===== src/servo_slew_and_hbridge_drive_macros.svh =====
// Assertion macros shared by the servo slew and H-bridge drive modules
`ifndef SERVO_SLEW_AND_HBRIDGE_DRIVE_MACROS_SVH
`define SERVO_SLEW_AND_HBRIDGE_DRIVE_MACROS_SVH

`ifndef SYNTHESIS
// checked property, disabled while reset is asserted
`define SHD_ASSERT(lbl, prop, msg) \
  lbl: assert property (@(posedge clk) disable iff (!rst_n) prop) else $error(msg);
// checked property that also holds through reset
`define SHD_ASSERT_ALWAYS(lbl, prop, msg) \
  lbl: assert property (@(posedge clk) prop) else $error(msg);
`else
`define SHD_ASSERT(lbl, prop, msg)
`define SHD_ASSERT_ALWAYS(lbl, prop, msg)
`endif

`endif


===== src/shd_pkg.sv =====
// Package: types, codes and constants of the servo slew and H-bridge drive block
package shd_pkg;

  // item commands
  typedef enum logic [1:0] {
    CMD_SET_SPEED = 2'd0,
    CMD_SET_TURN  = 2'd1,
    CMD_SET_RUN   = 2'd2,
    CMD_TICK      = 2'd3
  } shd_cmd_t;

  // configuration register indexes
  typedef enum logic [1:0] {
    CFG_SERVO_MIN = 2'd0,
    CFG_SERVO_MAX = 2'd1,
    CFG_SLEW_STEP = 2'd2,
    CFG_MAX_DUTY  = 2'd3
  } shd_cfg_idx_t;

  localparam int unsigned CFG_W = 12;

  // servo period in ticks and its divider width
  localparam int unsigned SERVO_PERIOD_MS = 20;
  localparam int unsigned DIV_W = 5;

  // reset values
  localparam logic [11:0] SERVO_MIN_RST = 12'd500;
  localparam logic [11:0] SERVO_MAX_RST = 12'd2400;
  localparam logic [10:0] SLEW_STEP_RST = 11'd40;
  localparam logic [7:0]  MAX_DUTY_RST  = 8'd255;
  localparam logic [9:0]  RUN_TIME_RST  = 10'd200;
  localparam logic [11:0] SERVO_MID_US  = 12'd1450;

  // setting limits
  localparam logic signed [15:0] SET_LO  = -16'sd100;
  localparam logic signed [15:0] SET_HI  = 16'sd100;
  localparam logic signed [15:0] RUN_HI  = 16'sd1000;
  localparam logic [7:0]         SET_OFS = 8'd100;
  localparam logic [9:0]         MS_SAT  = 10'd1023;

  // constant dividers: q0 = (x * RECIP) >> RECIP_SHIFT is q or q - 1
  localparam logic [8:0]  TURN_DIV    = 9'd200;
  localparam logic [16:0] TURN_RECIP  = 17'd83886;
  localparam logic [7:0]  DRV_DIV     = 8'd100;
  localparam logic [17:0] DRV_RECIP   = 18'd167772;
  localparam int unsigned RECIP_SHIFT = 24;

  // configuration as seen by the front and back parts
  typedef struct packed {
    logic [11:0] pulse_lo_us;
    logic [11:0] pulse_hi_us;
    logic [10:0] slew_step_us;
    logic [7:0]  motor_max_duty;
  } shd_cfg_t;

  // classified item handed from front to back
  typedef struct packed {
    shd_cmd_t           cmd;
    logic signed [7:0]  setting;
    logic [9:0]         run_time;
    logic [11:0]        target_us;
    logic [7:0]         fwd_duty;
    logic [7:0]         rev_duty;
  } shd_item_t;

endpackage


===== src/shd_front.sv =====
// Front part: accepts items, clamps values and maps turn and speed in a pipeline
`include "servo_slew_and_hbridge_drive_macros.svh"

module shd_front import shd_pkg::*; (
  input  logic        clk,
  input  logic        rst_n,
  input  shd_cfg_t    cfg,
  input  logic        in_tvalid,
  output logic        in_tready,
  input  logic [15:0] in_tdata,   // [15:0] value
  input  logic [1:0]  in_tuser,   // [1:0] command
  input  logic        q_full,
  output logic        push,
  output shd_item_t   push_item
);

  logic                     en;
  shd_cmd_t                 in_cmd;
  logic signed [15:0]       in_val;
  logic signed [7:0]        in_set;
  logic [9:0]               in_run;
  logic signed [7:0]        spd_shadow_r;
  logic signed [7:0]        spd_shadow_nxt;

  // stage 1
  logic                     v1_r;
  shd_cmd_t                 cmd1_r;
  logic signed [7:0]        set1_r;
  logic [9:0]               run1_r;
  logic signed [7:0]        spd1_r;
  // stage 2
  logic                     v2_r;
  shd_cmd_t                 cmd2_r;
  logic signed [7:0]        set2_r;
  logic [9:0]               run2_r;
  logic                     neg2_r;
  logic [19:0]              turn_x2_r;
  logic [15:0]              drv_x2_r;
  // stage 3
  logic                     v3_r;
  shd_cmd_t                 cmd3_r;
  logic signed [7:0]        set3_r;
  logic [9:0]               run3_r;
  logic                     neg3_r;
  logic [19:0]              turn_x3_r;
  logic [11:0]              turn_q3_r;
  logic [15:0]              drv_x3_r;
  logic [8:0]               drv_q3_r;

  logic [7:0]               turn_off;
  logic [7:0]               drv_off;
  logic signed [12:0]       span;
  logic [11:0]              span_abs;
  logic [36:0]              turn_prod;
  logic [33:0]              drv_prod;
  logic [19:0]              turn_rem;
  logic [11:0]              turn_q;
  logic [15:0]              drv_rem;
  logic [8:0]               drv_q;
  logic [8:0]               duty9;

  // the whole pipeline moves while the queue has room
  assign en        = !q_full;
  assign in_tready = en;
  assign in_cmd    = shd_cmd_t'(in_tuser);
  assign in_val    = $signed(in_tdata);

  // clamp the request
  always_comb begin
    if (in_val < SET_LO) begin
      in_set = SET_LO[7:0];
    end else if (in_val > SET_HI) begin
      in_set = SET_HI[7:0];
    end else begin
      in_set = in_val[7:0];
    end
    if (in_val < 16'sd0) begin
      in_run = '0;
    end else if (in_val > RUN_HI) begin
      in_run = RUN_HI[9:0];
    end else begin
      in_run = in_val[9:0];
    end
  end

  // in-order copy of the speed setting, so every item carries its duty
  always_comb begin
    spd_shadow_nxt = spd_shadow_r;
    if (in_tvalid && en && in_cmd == CMD_SET_SPEED) begin
      spd_shadow_nxt = in_set;
    end
  end

  // stage 2 operands: offsets and servo span
  assign turn_off = $unsigned(set1_r) + SET_OFS;
  assign drv_off  = $unsigned(spd1_r) + SET_OFS;
  assign span     = $signed({1'b0, cfg.pulse_hi_us}) - $signed({1'b0, cfg.pulse_lo_us});
  assign span_abs = span[12] ? 12'(-span) : span[11:0];

  // stage 3: reciprocal multiplies
  assign turn_prod = 37'(turn_x2_r) * 37'(TURN_RECIP);
  assign drv_prod  = 34'(drv_x2_r) * 34'(DRV_RECIP);

  // after stage 3: one correction step on each quotient
  always_comb begin
    turn_rem = turn_x3_r - 20'(turn_q3_r) * 20'(TURN_DIV);
    turn_q   = turn_q3_r + 12'(turn_rem >= 20'(TURN_DIV));
    drv_rem  = drv_x3_r - 16'(drv_q3_r) * 16'(DRV_DIV);
    drv_q    = drv_q3_r + 9'(drv_rem >= 16'(DRV_DIV));

    push_item.cmd       = cmd3_r;
    push_item.setting   = set3_r;
    push_item.run_time  = run3_r;
    push_item.target_us = neg3_r ? cfg.pulse_lo_us - turn_q : cfg.pulse_lo_us + turn_q;
    duty9               = {1'b0, cfg.motor_max_duty};
    if (drv_q >= duty9) begin
      push_item.fwd_duty = 8'(drv_q - duty9);
      push_item.rev_duty = '0;
    end else begin
      push_item.fwd_duty = '0;
      push_item.rev_duty = 8'(duty9 - drv_q);
    end
  end

  assign push = en && v3_r;

  // control registers
  always_ff @(posedge clk) begin
    if (!rst_n) begin
      spd_shadow_r <= '0;
      v1_r         <= 1'b0;
      v2_r         <= 1'b0;
      v3_r         <= 1'b0;
    end else begin
      spd_shadow_r <= spd_shadow_nxt;
      if (en) begin
        v1_r <= in_tvalid;
        v2_r <= v1_r;
        v3_r <= v2_r;
      end
    end
  end

  // payload pipeline
  always_ff @(posedge clk) begin
    if (en) begin
      cmd1_r    <= in_cmd;
      set1_r    <= in_set;
      run1_r    <= in_run;
      spd1_r    <= (in_cmd == CMD_SET_SPEED) ? in_set : spd_shadow_r;

      cmd2_r    <= cmd1_r;
      set2_r    <= set1_r;
      run2_r    <= run1_r;
      neg2_r    <= span[12];
      turn_x2_r <= 20'(turn_off) * 20'(span_abs);
      drv_x2_r  <= 16'(drv_off) * 16'(cfg.motor_max_duty);

      cmd3_r    <= cmd2_r;
      set3_r    <= set2_r;
      run3_r    <= run2_r;
      neg3_r    <= neg2_r;
      turn_x3_r <= turn_x2_r;
      turn_q3_r <= turn_prod[RECIP_SHIFT +: 12];
      drv_x3_r  <= drv_x2_r;
      drv_q3_r  <= drv_prod[RECIP_SHIFT +: 9];
    end
  end

  // reciprocal estimate is never more than one short
  `SHD_ASSERT(a_div_one_step, v3_r |-> (turn_rem < 20'(2 * TURN_DIV) && drv_rem < 16'(2 * DRV_DIV)), "front: quotient estimate off by more than one")

endmodule


===== src/shd_queue.sv =====
// Short item queue between the front and back parts
`include "servo_slew_and_hbridge_drive_macros.svh"

module shd_queue import shd_pkg::*; (
  input  logic      clk,
  input  logic      rst_n,
  input  logic      push,
  input  shd_item_t push_item,
  input  logic      pop,
  output shd_item_t pop_item,
  output logic      full,
  output logic      empty
);

  localparam int unsigned DEPTH = 4;
  localparam int unsigned PTR_W = $clog2(DEPTH);

  shd_item_t          slot_r [DEPTH];
  logic [PTR_W-1:0]   wr_ptr_r, wr_ptr_nxt;
  logic [PTR_W-1:0]   rd_ptr_r, rd_ptr_nxt;
  logic [PTR_W:0]     count_r, count_nxt;

  assign full     = (count_r == (PTR_W + 1)'(DEPTH));
  assign empty    = (count_r == '0);
  assign pop_item = slot_r[rd_ptr_r];

  // pointer and fill count update
  always_comb begin
    wr_ptr_nxt = push ? wr_ptr_r + 1'b1 : wr_ptr_r;
    rd_ptr_nxt = pop ? rd_ptr_r + 1'b1 : rd_ptr_r;
    count_nxt  = count_r + (PTR_W + 1)'(push) - (PTR_W + 1)'(pop);
  end

  always_ff @(posedge clk) begin
    if (!rst_n) begin
      wr_ptr_r <= '0;
      rd_ptr_r <= '0;
      count_r  <= '0;
    end else begin
      wr_ptr_r <= wr_ptr_nxt;
      rd_ptr_r <= rd_ptr_nxt;
      count_r  <= count_nxt;
    end
  end

  // storage
  always_ff @(posedge clk) begin
    if (push) begin
      slot_r[wr_ptr_r] <= push_item;
    end
  end

  // pointers and count stay consistent
  `SHD_ASSERT(a_ptr_count, (wr_ptr_r - rd_ptr_r) == count_r[PTR_W-1:0], "queue: pointers disagree with count")
  `SHD_ASSERT(a_no_underflow, pop |-> !empty, "queue: pop from empty queue")

endmodule


===== src/shd_back.sv =====
// Back part: applies items to the servo and motor state and registers the result
`include "servo_slew_and_hbridge_drive_macros.svh"

module shd_back import shd_pkg::*; (
  input  logic        clk,
  input  logic        rst_n,
  input  shd_cfg_t    cfg,
  input  logic        q_empty,
  input  shd_item_t   q_item,
  output logic        pop,
  output logic        out_tvalid,
  input  logic        out_tready,
  output logic [55:0] out_tdata   // [11:0] servo_pulse_us, [19:12] motor_fwd_duty,
                                  // [27:20] motor_rev_duty, [28] command_active,
                                  // [36:29] speed_now, [44:37] turn_now,
                                  // [54:45] run_time_now, [55] zero
);

  logic signed [7:0]  speed_r, speed_nxt;
  logic signed [7:0]  turn_r, turn_nxt;
  logic [9:0]         run_r, run_nxt;
  logic [11:0]        target_r, target_nxt;
  logic [11:0]        cur_r, cur_nxt;
  logic [9:0]         ms_r, ms_nxt;
  logic [DIV_W-1:0]   div_r, div_nxt;
  logic [DIV_W:0]     div_sum;
  logic [11:0]        diff;
  logic [11:0]        step12;
  logic [11:0]        move;
  logic               out_valid_r, out_valid_nxt;
  logic [55:0]        out_data_r, out_data_nxt;

  assign pop        = !q_empty && (!out_valid_r || out_tready);
  assign out_tvalid = out_valid_r;
  assign out_tdata  = out_data_r;
  assign step12     = {1'b0, cfg.slew_step_us};

  // state update for the popped item
  always_comb begin
    speed_nxt  = speed_r;
    turn_nxt   = turn_r;
    run_nxt    = run_r;
    target_nxt = target_r;
    cur_nxt    = cur_r;
    ms_nxt     = ms_r;
    div_nxt    = div_r;
    div_sum    = (DIV_W + 1)'(div_r) + 1'b1;
    diff       = '0;
    move       = '0;
    if (pop) begin
      unique case (q_item.cmd)
        CMD_SET_SPEED: begin
          speed_nxt = q_item.setting;
          ms_nxt    = '0;
        end
        CMD_SET_TURN: begin
          turn_nxt   = q_item.setting;
          target_nxt = q_item.target_us;
          ms_nxt     = '0;
        end
        CMD_SET_RUN: begin
          run_nxt = q_item.run_time;
        end
        CMD_TICK: begin
          if (ms_r != MS_SAT) begin
            ms_nxt = ms_r + 1'b1;
          end
          if (div_sum >= (DIV_W + 1)'(SERVO_PERIOD_MS)) begin
            div_nxt = '0;
            // one slew step toward the target
            if (cur_r < target_r) begin
              diff    = target_r - cur_r;
              move    = (diff < step12) ? diff : step12;
              cur_nxt = cur_r + move;
            end else if (cur_r > target_r) begin
              diff    = cur_r - target_r;
              move    = (diff < step12) ? diff : step12;
              cur_nxt = cur_r - move;
            end
          end else begin
            div_nxt = div_sum[DIV_W-1:0];
          end
        end
        default: begin
          ms_nxt = ms_r;
        end
      endcase
    end
  end

  // output register
  always_comb begin
    out_valid_nxt = out_valid_r;
    out_data_nxt  = out_data_r;
    if (pop) begin
      out_valid_nxt = 1'b1;
      out_data_nxt  = {1'b0, run_nxt, turn_nxt, speed_nxt, (ms_nxt < run_nxt),
                       q_item.rev_duty, q_item.fwd_duty, cur_nxt};
    end else if (out_tready) begin
      out_valid_nxt = 1'b0;
    end
  end

  always_ff @(posedge clk) begin
    if (!rst_n) begin
      speed_r     <= '0;
      turn_r      <= '0;
      run_r       <= RUN_TIME_RST;
      target_r    <= SERVO_MID_US;
      cur_r       <= SERVO_MID_US;
      ms_r        <= '0;
      div_r       <= '0;
      out_valid_r <= 1'b0;
    end else begin
      speed_r     <= speed_nxt;
      turn_r      <= turn_nxt;
      run_r       <= run_nxt;
      target_r    <= target_nxt;
      cur_r       <= cur_nxt;
      ms_r        <= ms_nxt;
      div_r       <= div_nxt;
      out_valid_r <= out_valid_nxt;
    end
  end

  always_ff @(posedge clk) begin
    out_data_r <= out_data_nxt;
  end

  // the pulse only moves on a tick item
  `SHD_ASSERT(a_slew_on_tick, ($past(rst_n) && cur_r != $past(cur_r)) |-> ($past(pop) && $past(q_item.cmd) == CMD_TICK), "back: servo pulse moved without a tick")
  // the period divider wraps before the servo period
  `SHD_ASSERT(a_div_range, div_r < DIV_W'(SERVO_PERIOD_MS), "back: period divider out of range")

endmodule


===== src/servo_slew_and_hbridge_drive.sv =====
// Top level: configuration registers and the front, queue and back parts
//
// Takes one item per clock while the queue has room: a set-speed, set-turn or
// set-run-time command, or a one-millisecond tick, and returns one result per item
// with the slewed servo pulse, the forward and reverse H-bridge duties, the active
// flag and the held settings. A new item is accepted every cycle while the queue is
// not full; each result passes through three pipeline stages that clamp the value
// and map turn and speed through a multiply and a reciprocal divide, the
// four-entry queue, and the output register. Back-pressure on the result side
// fills the queue before the input stalls. Configuration writes take effect at
// once and are meant to be made while no item is in flight.

module servo_slew_and_hbridge_drive import shd_pkg::*; (
  input  logic             clk,
  input  logic             rst_n,
  // configuration
  input  logic             cfg_we,
  input  logic [1:0]       cfg_index,
  input  logic [CFG_W-1:0] cfg_wdata,
  // item input
  input  logic             in_tvalid,
  output logic             in_tready,
  input  logic [15:0]      in_tdata,   // [15:0] value
  input  logic [1:0]       in_tuser,   // [1:0] command
  // result output
  output logic             out_tvalid,
  input  logic             out_tready,
  output logic [55:0]      out_tdata   // [11:0] servo_pulse_us, [19:12] motor_fwd_duty,
                                       // [27:20] motor_rev_duty, [28] command_active,
                                       // [36:29] speed_now, [44:37] turn_now,
                                       // [54:45] run_time_now, [55] zero
);

  shd_cfg_t  cfg_r, cfg_nxt;
  logic      q_full;
  logic      q_empty;
  logic      push;
  logic      pop;
  shd_item_t push_item;
  shd_item_t pop_item;

  // register writes
  always_comb begin
    cfg_nxt = cfg_r;
    if (cfg_we) begin
      unique case (shd_cfg_idx_t'(cfg_index))
        CFG_SERVO_MIN: cfg_nxt.pulse_lo_us    = cfg_wdata[11:0];
        CFG_SERVO_MAX: cfg_nxt.pulse_hi_us    = cfg_wdata[11:0];
        CFG_SLEW_STEP: cfg_nxt.slew_step_us   = cfg_wdata[10:0];
        CFG_MAX_DUTY:  cfg_nxt.motor_max_duty = cfg_wdata[7:0];
        default:       cfg_nxt = cfg_r;
      endcase
    end
  end

  always_ff @(posedge clk) begin
    if (!rst_n) begin
      cfg_r.pulse_lo_us    <= SERVO_MIN_RST;
      cfg_r.pulse_hi_us    <= SERVO_MAX_RST;
      cfg_r.slew_step_us   <= SLEW_STEP_RST;
      cfg_r.motor_max_duty <= MAX_DUTY_RST;
    end else begin
      cfg_r <= cfg_nxt;
    end
  end

  shd_front u_front (
    .clk       (clk),
    .rst_n     (rst_n),
    .cfg       (cfg_r),
    .in_tvalid (in_tvalid),
    .in_tready (in_tready),
    .in_tdata  (in_tdata),
    .in_tuser  (in_tuser),
    .q_full    (q_full),
    .push      (push),
    .push_item (push_item)
  );

  shd_queue u_queue (
    .clk       (clk),
    .rst_n     (rst_n),
    .push      (push),
    .push_item (push_item),
    .pop       (pop),
    .pop_item  (pop_item),
    .full      (q_full),
    .empty     (q_empty)
  );

  shd_back u_back (
    .clk        (clk),
    .rst_n      (rst_n),
    .cfg        (cfg_r),
    .q_empty    (q_empty),
    .q_item     (pop_item),
    .pop        (pop),
    .out_tvalid (out_tvalid),
    .out_tready (out_tready),
    .out_tdata  (out_tdata)
  );

endmodule

===== config.mk =====
export PLATFORM = sky130hd
export DESIGN_NAME = servo_slew_and_hbridge_drive
export DESIGN_NICKNAME = d
export VERILOG_FILES = /design/src/shd_pkg.sv /design/src/shd_front.sv /design/src/shd_queue.sv /design/src/shd_back.sv /design/src/servo_slew_and_hbridge_drive.sv
export VERILOG_INCLUDE_DIRS = /design/src /design/src/src
export SDC_FILE = /design/constraint.sdc
export NUM_CORES = 2
export LEC_CHECK = 0
export BUFFER_PORTS_ARGS = -buffer_cell sky130_fd_sc_hd__buf_2
export CORE_MARGIN = 10
export CORE_UTILIZATION = 57
export DETAILED_ROUTE_END_ITERATION = 8
export PLACE_DENSITY = 0.71
export SLEW_MARGIN = 25
export SYNTH_ARGS = -nofsm -noshare
export SYNTH_HDL_FRONTEND = slang
export SYNTH_SLANG_ARGS = --single-unit
export TNS_END_PERCENT = 1

===== constraint.sdc =====
create_clock -name clk -period 9.6 [get_ports clk]
set_input_delay 0.48 -clock clk [delete_from_list [all_inputs] [get_ports clk]]
set_output_delay 0.48 -clock clk [all_outputs]
set_load 0.005 [all_outputs]

==> qor.csv <==
metric;value;unit
max cap viols;0;
Pins Over Slew Limit;0;
Rows;100;
Port Buffers;93;
initial antenna violation count;1;
library cells used by synthesis;81;
FMAX;127;MHz
total track usage;21.2;%
I/O pin cnt;95;
area growth from synthesis to final layout;7.96;%
post-CTS sizing;0;
Reg2Reg Depth;23;
global-route wire length before repair;148;mm
Vias;27500;
total grt overflow;0;
Seq/Total Area, Yosys;34.6;%
Post-Syn Instances;3810;
Hold Startpoint;in_tuser[1];
CTS buffer count;53;
clk slew on worst S/H paths;0.06;ns
measured slew at the worst slew-check pin;0.999;ns
drt pass-1 iters;5;
Num Clock Sinks;534;
final hold slack;0.0861;ns
Final Setup Violations;0;
Worst-Skew Late Latency;0.62;ns
Max Root-Sink Buffers;3;
Hold WC Path Type;input port to flip-flop;
Hold Buf Count CTS;0;
CTS tree;yes;
ANT nets after route;0;
Critical path origin;cfg_r[31]$_SDFFE_PN0P_;
nets;4894;
Arr. time, crit path;8.23;ns
relative slew slack;33.1;%
fin crit share;82.0;%
cell taking the most area after synthesis;edfxtp_1;
syn_nets;4806;
Max FO, Critical Path;13;
Startpoint Class;flip-flop;
synth top area cells;edfxtp_1, ha_1, fa_1, dfxtp_1, inv_1;
Worst Clk Skew;0.0203;ns
CP endpoint kind;flip-flop;
fraction of layout cells with a size suffix above 1;7.61;%
DRT iter0 DRCs;1514;
leading cell types by count after synthesis;ha_1, inv_1, edfxtp_1, fa_1, nand2_1;
Tmin final;7.87;ns
most frequent cell after synthesis;ha_1;
root buffer cell;clkbuf_16;
Die Area;86100;um2
FFs w/ async S/R, synth;0;%
post-DP HPWL;68.1;mm
Main synth FF type;edfxtp_1;
Worst Path Required;9.96;ns
setup_tns;0;ns
number of vias per cell;5.59;
drt wl/cell;18.2;um
H-Tree Depth;2;
status;finished, final reports clean;
Min-Delay Path Depth;1;
WL final;89.4;mm
residual DRC count;0;
Final Hold Fails;0;
average size of a mapped cell;11.2;um2
Die Height;293;um
Core ar.;74300;um2
RSZ-0062 raised after global routing;no;
via count of the first global-routing pass;28000;
Setup Fix Bufs, Post-CTS;0;
share of the synthesized area in the top cell type;28.5;%
R2R Path Start;cfg_r[31]$_SDFFE_PN0P_;
Die W;293;um
number of flops mapped to enable cells by yosys;405;
count of state elements after synthesis;534;
largest net degree at the start of global routing;74;
Post-Syn Area;42600;um2
kind of critical path;flip-flop to flip-flop;
yosys warns;0;
Initial Util;57.3;%
GP Congestion;0.899;
==> critical path: stages, from the launching register on <==
cell and delay (ns):
dfxtp_1 0.36, ha_1 0.18, inv_1 0.06, fa_1 0.41
a211oi_1 0.25, o21bai_1 0.12, a31o_2 0.28, a31oi_1 0.18
a21o_1 0.39, o21ai_0 0.19, xnor2_1 0.60, nand2_1 0.15
fa_1 0.51, fa_1 0.52, fa_1 0.59, inv_1 0.07
fa_1 0.54, ha_1 0.24, nor3_1 0.09, a2111oi_0 0.63
nor2_1 0.14, a2111oi_0 0.72, a311oi_1 0.22, xnor2_1 0.17
==> placed cells by master, fill, tap and decap left out, drive strengths merged, types with 7 or more instances in the layout <==
master and instances:
buf 108, a21boi 9, o21a 27, nand4 23, o211ai 37, mux2 18, or3 16, xor2 73
mux2i 30, and2 77, nor3 57, nand2b 35, o21bai 14, nor4 11, edfxtp 405, fa 346
bufinv 7, a31oi 20, nor2 188, mux4 48, clkinv 22, or2 10, o21ai 95, and3 22
clkbuf 64, xnor2 119, nand2 300, a2111oi 10, inv 542, dfxtp 129, a21oi 178, a211oi 22
o31ai 11, o41ai 8, nor2b 60, a21o 45, nand3 44, ha 613
==> metrics by stage <==
step                setup WS [ns]  utilization [%]  instances  cell area, um2
floorplan                    2.51                -       3810           42600
detailed placement           1.69             59.4       4812           44100
global route                 1.01             61.9       4912           46000
finish                       1.73             61.9       4913           46000
CTS                          1.68             61.9       4912           46000
global placement             1.89             59.4       4812           44100
==> cells by family (layout without fill, tap and decap cells) <==
group / Yosys count / after routing / synth area share, %
AO/OA/AOI/OAI: 539 / 539 / 8.16
XOR/XNOR: 192 / 192 / 3.95
adder cells (fa/ha/maj): 959 / 959 / 34.3
buffers and inverters: 614 / 747 / 5.45
flip-flops: 534 / 534 / 34.6
multiplexers: 96 / 96 / 3.72
other: 1 / 2 / 0.00880
AND/OR/NAND/NOR: 875 / 875 / 9.85
==> area by class of cell <==
type                            instances  area [um2]
Fill cell                            5901       28300
Clock inverter                         36         442
Tap cell                              969        1210
Clock buffer                           64        1410
Sequential cell                       534       14700
Inverter                              539        2020
Antenna cell                            1        2.50
Multi-Input combinational cell       2662       25600
Timing Repair Buffer                  108         578
==> metal layers <==
layer  global-route usage, %  routed length, um
met2                    36.1              43600
met3                    2.45               3880
met4                    5.13               1830
met5                       0                  0
met1                    28.7              40200
==> path summary, 6_finish.rpt <==
check | slack (ns) | endpoint
worst max-delay path | 1.73 | u_front.turn_x2_r[19]$_DFFE_PN_
worst min-delay path | 0.09 | u_front.cmd1_r[1]$_DFFE_PN_
worst max register to register | 1.73 | u_front.turn_x2_r[19]$_DFFE_PN_
worst min register to register | 0.42 | u_front.run3_r[8]$_DFFE_PN_
==> sequential cells by signal, indices dropped and copies added (netlist names), 14 cells and up, named ones only <==
register,flops
cfg_r,43
u_front.turn_x2_r,20
u_front.turn_x3_r,17
u_back.out_tdata,55
u_queue.slot_r,192
u_front.drv_x2_r,16
u_front.drv_x3_r,14
Power is not shown: default switching activity piles up to over one toggle a cycle in this logic, so the estimate is an artifact.
